## config.mk

```make
export PLATFORM = sky130hd
export DESIGN_NAME = mroe_datapath
export DESIGN_NICKNAME = d
export VERILOG_FILES = /design/src/mroe_pkg.sv /design/src/mroe_datapath.sv
export SDC_FILE = /design/constraint.sdc
export NUM_CORES = 1
export LEC_CHECK = 0
export BUFFER_PORTS_ARGS = -buffer_cell sky130_fd_sc_hd__buf_2
export CAP_MARGIN = 30
export CORE_MARGIN = 4
export CORE_UTILIZATION = 50
export CTS_BUF_LIST = sky130_fd_sc_hd__clkbuf_8
export DETAILED_ROUTE_END_ITERATION = 8
export PLACE_DENSITY_LB_ADDON = 0.1
export SLEW_MARGIN = 20
export SYNTH_ARGS = -nofsm -noshare
export SYNTH_HDL_FRONTEND = slang
export SYNTH_SLANG_ARGS = --single-unit
```

## constraint.sdc

```tcl
create_clock -name clk_i -period 10.05 [get_ports clk_i]
set_input_delay 2.5125 -clock clk_i [delete_from_list [all_inputs] [get_ports clk_i]]
set_output_delay 2.5125 -clock clk_i [all_outputs]
set_load 0.005 [all_outputs]
```

## src/mroe_pkg.sv

```systemverilog
// Shared constants, opcodes and types of the matrix row operation engine.
package mroe_pkg;

  localparam int unsigned ROWS   = 64;
  localparam int unsigned COLS   = 64;
  localparam int unsigned ELEM_W = 32;
  localparam int unsigned ROW_W  = $clog2(ROWS);
  localparam int unsigned COL_W  = $clog2(COLS);
  localparam int unsigned ADDR_W = ROW_W + COL_W;
  localparam int unsigned CNT_W  = $clog2(COLS + 1);
  localparam int unsigned DEPTH  = ROWS * COLS;

  localparam int unsigned OP_W = 3;
  localparam logic [OP_W-1:0] OP_WRITE = 3'd0;
  localparam logic [OP_W-1:0] OP_READ  = 3'd1;
  localparam logic [OP_W-1:0] OP_SWAP  = 3'd2;
  localparam logic [OP_W-1:0] OP_SCALE = 3'd3;
  localparam logic [OP_W-1:0] OP_ADD   = 3'd4;

  localparam int unsigned CFG_W      = 7;
  localparam int unsigned PADDR_W    = 3;
  localparam logic [CFG_W-1:0] COLS_RESET = 7'd64;
  localparam logic              CFG_IDX_COLS = 1'b0;

  typedef struct packed {
    logic            capture;
    logic [OP_W-1:0] op;
  } mroe_dp_ctrl_t;

endpackage

```

## src/mroe_datapath.sv

```systemverilog
// Shared multiply and add unit for the row operations.
module mroe_datapath
  import mroe_pkg::*;
(
  input  logic              clk_i,
  input  mroe_dp_ctrl_t     ctrl_i,
  input  logic [ELEM_W-1:0] a_data_i,
  input  logic [ELEM_W-1:0] b_data_i,
  input  logic [ELEM_W-1:0] scalar_i,
  output logic [ELEM_W-1:0] wdata_first_o,
  output logic [ELEM_W-1:0] wdata_second_o
);

  logic [ELEM_W-1:0] a_q;
  logic [ELEM_W-1:0] b_q;
  logic [ELEM_W-1:0] prod_q;
  logic [ELEM_W-1:0] prod_d;

  assign prod_d = ELEM_W'(a_data_i * scalar_i);

  always_ff @(posedge clk_i) begin
    if (ctrl_i.capture) begin
      a_q    <= a_data_i;
      b_q    <= b_data_i;
      prod_q <= prod_d;
    end
  end

  always_comb begin
    case (ctrl_i.op)
      OP_SWAP:  wdata_first_o = b_q;
      OP_SCALE: wdata_first_o = prod_q;
      OP_ADD:   wdata_first_o = b_q + prod_q;
      default:  wdata_first_o = b_q;
    endcase
  end

  assign wdata_second_o = a_q;

endmodule

```

==> results.md, run 1 <==
- Vias per cell: about 5.4
- I/O Pins: approximately 170
- Avg Cell Area, Syn: between 9 and 10 um2
- Min Tclk post-route: ~9.4 ns
- Fmax: 0.107 GHz
- CP arrival: between 9 and 10 ns
- Flop and latch count out of synthesis: 96
- Layout cell share with drive strength beyond 1: 0.103
- Routability cong.: approximately 0.90
- Synth Flop Type: edfxtp_1
- Global-route wire length before repair: 91300 um
- Max-cap viol count: 0
- GRT overflow: 0
- Die Y: between 200 and 250 um
- Yosys top cell area share: 0.400
- Clock Path Buffers: 2
- Most used cell along the critical path: fa_1
- Async set-or-reset flop fraction in the synthesized netlist: 0
- Row count: between 70 and 80
- Met2 Use GR: 0.435
- 1st-iter DRT viols: 1057
- Final TNS setup: 0 ns
- HP Class: primary input to flop
- CP Cell Sequence: buf_2 -> and2_1 -> fa_1 -> fa_1 -> fa_1 -> inv_1 -> fa_1 -> inv_1 -> fa_1 -> inv_1 -> fa_1 -> inv_1 -> fa_1 -> fa_1 -> ha_1 -> o21a_1 -> or2_2 -> a31o_2 -> a221o_1 -> a41oi_1 -> a21oi_1 -> a41oi_1 -> xnor2_1
- Dominant cell type by area after synthesis: fa_1
- Crit-path max FO: 26
- Post-Syn Nets: roughly 2800
- Residual DRC: 0
- Register area: a little under 3000 um2
- Die Area: approximately 44000 um2
- Crit path from: scalar_i[6]
- Met3 usage: 0.0549
- Endpoint type of the worst setup path: flop
- Reg clk slew, reported paths: 0.12 ns
- Drt wl/cell: approximately 21 um
- CTS sink cnt: 96
- Post-DRT Antenna Nets: 0
- RSZ-0062 raised after global routing: false
- Slowest CP cell: fa_1
- Die X: roughly 210 um
- Number of port buffers: 164
- Inserted Clock Buffers: 9
- Core Area: 40100 um2
- Period Utilization, post-route: 0.931
- Multi-input gate area: between 15000 and 20000 um2
- Crit start category: primary input
- Initial Util: 0.511
- Syn. warnings: 0
- Main area contributors after synthesis: fa_1, edfxtp_1, ha_1
- DR vias: roughly 15000
- Sequential fraction of the synthesis area: 0.141
- Cts hold-fix bufs: 0
- Vias in the first global route: about 16000
- Gr busiest metal: met2
- WL final: 57400 um
- # resized after CTS: 0
- H-Tree Level Count: 3
- CTS tree: built
- Largest net degree at the start of global routing: 68
- Root buf cell: clkbuf_8
- Met1 GRT Util: 0.367
- Status: completed
- Critical path class: primary input to flop
- Worst EP required: about 10 ns
- Final hold viol count: 0
- Worst-Margin Slew: around 0.94 ns
- Detailed Place HPWL: 46700 um
- Cell count after synthesis: 2119
- GRT Util Overall: 0.267
- Final Max Slew Viols: 0
- Worst path max stage delay: ~0.53 ns
- NumNets Final: 2901
- Fill count: around 3700
- Netlist Area Pre-Place: ~20000 um2
- Antenna violations before repair: 2
- Max transition margin: 0.376
- Layout area overhead: 8.18%
- Setup crit end: prod_q[30]$_DFFE_PP_
- Synth cell types: between 50 and 60
- Setup violations, final: 0
- DRT Pass-1 Iters: 5
- Post-synth EDFFs: between 90 and 100
- Setup Buffers After CTS: 0
==> critical path, delay by kind of cell <==
kind                       cells  cell delay [ns]
buffers and inverters          5             0.59
xor gates and xnor gates       1             0.08
adders and majority gates      9             4.25
and+or+nand+nor                2             0.51
AOI/OAI and AO/OA              6             1.60
==> synthesized netlist by cell type, types with 13 or more instances <==
cell	number
a21o_1	22
a21oi_1	42
a22oi_1	30
and2_1	272
clkbuf_1	98
edfxtp_1	96
fa_1	409
ha_1	154
inv_1	398
nand2_1	289
nor2_1	31
o21a_1	13
o21ai_0	44
xnor2_1	80
xor2_1	30
==> state kept, by name, indices dropped and copies added, names as in the netlist <==
register,flops
prod_q,32
wdata_second_o,32
b_q,32
==> worst min-delay path by stage <==
stage,start,endpoint,slack [ns],cells after the start
after global routing,b_data_i[2],b_q[2]$_DFFE_PP_,2.20,1
after detailed placement,b_data_i[19],b_q[19]$_DFFE_PP_,2.69,1
after floorplan,b_data_i[0],b_q[0]$_DFFE_PP_,2.61,0
final,b_data_i[1],b_q[1]$_DFFE_PP_,2.23,1
after CTS,b_data_i[1],b_q[1]$_DFFE_PP_,2.20,1
after global placement,b_data_i[12],b_q[12]$_DFFE_PP_,2.69,1
==> placed cells by master (no fill, tap or decap), types with 3 or more instances in the layout <==
| cell type | count |
|---|---|
| a211oi_1 | 6 |
| a21o_1 | 22 |
| a21oi_1 | 42 |
| a22oi_1 | 30 |
| a31oi_1 | 5 |
| and2_1 | 272 |
| buf_2 | 163 |
| buf_4 | 41 |
| bufinv_16 | 3 |
| clkbuf_8 | 9 |
| edfxtp_1 | 96 |
| fa_1 | 409 |
| ha_1 | 154 |
| inv_1 | 399 |
| mux2i_1 | 3 |
| nand2_1 | 289 |
| nand2b_1 | 9 |
| nand3_1 | 6 |
| nand4_1 | 4 |
| nor2_1 | 29 |
| nor2b_1 | 9 |
| nor3_1 | 9 |
| o211ai_1 | 4 |
| o21a_1 | 13 |
| o21ai_0 | 44 |
| o21ai_1 | 6 |
| o21bai_1 | 5 |
| o31ai_1 | 3 |
| or2_2 | 3 |
| xnor2_1 | 80 |
| xor2_1 | 30 |
==> layer usage <==
metal / wire [um] / part of all wire
met5: 0 / 0
met4: 1600 / 0.028
met3: 4270 / 0.074
met2: 26800 / 0.47
met1: 24700 / 0.43
==> stage by stage <==
step / instances / hold slack, ns / utilization / instance area [um2] / worst slack [ns]
3_5_place_dp: 2751 / 2.69 / 0.547 / 21900 / 0.191
3_3_place_gp: 2750 / 2.69 / 0.546 / 21900 / 0.327
5_1_grt: 2768 / 2.20 / 0.553 / 22200 / 0.326
2_1_floorplan: 2119 / 2.61 / - / 20500 / 0.686
6_report: 2768 / 2.23 / 0.553 / 22200 / 0.689
4_1_cts: 2767 / 2.20 / 0.553 / 22200 / 0.695
==> area by class of cell <==
cell class,instances,share of cell area
Tap cell,525,0.0296
Sequential cell,96,0.130
Clock inverter,7,0.00531
Inverter,398,0.0674
Timing Repair Buffer,205,0.0514
Antenna cell,1,0.000113
Multi-Input combinational cell,1527,0.711
Clock buffer,9,0.00559
==> cell families after synthesis <==
| logic type | synth area share |
|---|---|
| mux | 0.00202 |
| simple gates | 0.157 |
| compound gates | 0.0690 |
| fa+ha+maj | 0.494 |
| buf+inv | 0.0909 |
| xor+xnor | 0.0470 |
| flops | 0.141 |
Power of run 1 is not shown: default switching activity piles up to over one toggle a cycle in this logic, so the estimate is an artifact.
==> run 2: changes to the inputs <==
Settings changed: ABC_AREA set to 1, CORE_MARGIN 4 to unset, CORE_UTILIZATION 50 to 64.
==> results.md, run 2 <==
- CTS tree: built
- # resized after CTS: 0
- Drt wl/cell: between 15 and 20 um
- Status: completed
- Post-Place Cells: between 3000 and 4000
- Worst path max stage delay: around 0.58 ns
- Final core utilization: 0.687
- Setup Buffers After CTS: 0
- Netlist Area Pre-Place: 21900 um2
- Die Y: 187 um
- Vias in the first global route: 18953
- I/O Pins: between 150 and 200
- Crit start category: primary input
- Synth top cells by count: nand2_1, inv_1, fa_1
- Max transition margin: 0.449
- Die X: 187 um
- Cts hold-fix bufs: 0
- Synth Flop Type: edfxtp_1
- Syn. warnings: 0
- RSZ-0062 raised after global routing: false
- Setup violations, final: 0
- HP Class: primary input to flop
- Vias per cell: ~5.4
- Compound-Gate Fraction of Synth Area: 0.0478
- Post-Syn Nets: ~3500
- Commonest non-fill, non-tap cell in the layout: nand2_1
- Final TNS setup: 0 ns
- Initial Util: 0.652
- Post-Synth XOR/XNOR Area: 0.0176
- Layout area overhead: 5.42%
- Reg clk slew, reported paths: roughly 0.13 ns
- Avg Cell Area, Syn: 7.87 um2
- Residual DRC: 0
- Min Tclk post-route: between 8 and 9 ns
- Antenna cells: 0
- Simple-gate area share of the yosys netlist: 0.186
- Inserted Clock Buffers: 9
- Largest net degree at the start of global routing: 64
- Global-route wire length before repair: approximately 96000 um
- 1st-iter DRT viols: 1107
- Die Area: between 30000 and 40000 um2
- Routability cong.: roughly 0.96
- Core Area: between 30000 and 40000 um2
- Synth cell types: 48
- Fmax: around 0.11 GHz
- Main area contributors after synthesis: fa_1, nand2_1, inv_1
- Post-DRT Antenna Nets: 0
- WL final: roughly 59000 um
- Most frequent cell after synthesis: nand2_1
- Worst EP required: around 10 ns
- Most used cell along the critical path: fa_1
- GRT Util Overall: 0.352
- Sequential fraction of the synthesis area: 0.132
- Main combinational cell family by area after synthesis: adder cells
- Final hold viol count: 0
- CP Cell Sequence: buf_2 -> nand2_1 -> inv_1 -> fa_1 -> inv_1 -> fa_1 -> fa_1 -> fa_1 -> inv_1 -> fa_1 -> inv_1 -> fa_1 -> inv_1 -> fa_1 -> fa_1 -> ha_1 -> nand2_1 -> o21ai_0 -> a21oi_2 -> o21ai_1 -> nand2_1 -> nand3_1 -> nand2_1
- Flop and latch count out of synthesis: 96
- Post-synth EDFFs: between 90 and 100
- Worst-Margin Slew: roughly 0.83 ns
- Row count: 67
- DRT Pass-1 Iters: 7
- Period Utilization, post-route: 0.873
- Yosys top cell area share: 0.374
- Multiplexer share of the synthesized area: 0
- Layout cell share with drive strength beyond 1: 0.0799
- Root buf cell: clkbuf_8
- NumNets Final: around 3500
- Dominant cell type by area after synthesis: fa_1
- Clock Path Buffers: 2
- Post-Synth Adder-Cell Area: 0.461
- Endpoint type of the worst setup path: flop
- Slowest CP cell: buf_2
- DR vias: 17939
- Number of port buffers: between 150 and 200
- Antenna violations before repair: 0
- Cell count after synthesis: approximately 2800
- CTS sink cnt: 96
- Critical path class: primary input to flop
- Final Max Slew Viols: 0
- Detailed Place HPWL: 47500 um
- Most frequent cells in the layout: nand2_1, inv_1, fa_1
- Max-cap viol count: 0
- CP arrival: 8.97 ns
- GRT overflow: 0
- H-Tree Level Count: 3
- Crit-path max FO: 30
- Async set-or-reset flop fraction in the synthesized netlist: 0
- Post-Layout Cell Count: about 3300
-- run 2: kinds of logic (layout without fill, tap and decap cells) --
group / Yosys count / in the layout
adder cells (fa/ha/maj): 563 / 563
XOR/XNOR: 44 / 44
AND/OR/NAND/NOR: 1014 / 1014
flip-flops: 96 / 96
buffers and inverters: 897 / 975
AO/OA/AOI/OAI: 173 / 173
-- run 2: per-layer routing --
metal,global-route usage,up-vias,part of all wire
li1,-,8247,-
met1,0.415,8753,0.37
met2,0.610,750,0.50
met3,0.0559,189,0.070
met4,0.204,0,0.058
met5,0,-,0
-- run 2: metrics by stage --
stage          hold slack (ns)  setup WS [ns]  cell area, um2
3_5_place_dp              2.69          0.855           22900
5_1_grt                   2.21           1.00           23100
6_report                  2.23           1.28           23100
3_3_place_gp              2.69          0.949           22900
2_1_floorplan             2.61           1.36           21900
4_1_cts                   2.20           1.35           23100
-- run 2: layout make-up --
cell class | count | area [um2]
clock buffers | 9 | 124
clock inverters | 7 | 86.3
fillers | 2811 | 10500
inverters | 786 | 2950
multi-input cells | 1794 | 15600
flip-flops and latches | 96 | 2880
well taps | 448 | 561
repair buffers | 173 | 888
-- run 2: path summary, 6_finish.rpt --
kind | startpoint | end | slack (ns) | cells past startpoint
worst max-delay path | scalar_i[2] | prod_q[27]$_DFFE_PP_ | 1.28 | 23
worst min-delay path | b_data_i[2] | b_q[2]$_DFFE_PP_ | 2.23 | 1
-- run 2: worst max-delay path: cells and delay by family --
family,cells,cell delay (ns)
compound gates,3,0.74
buf+inv,6,0.94
fa+ha+maj,9,4.22
simple gates,5,0.50
Power of run 2 is left out for the same reason.
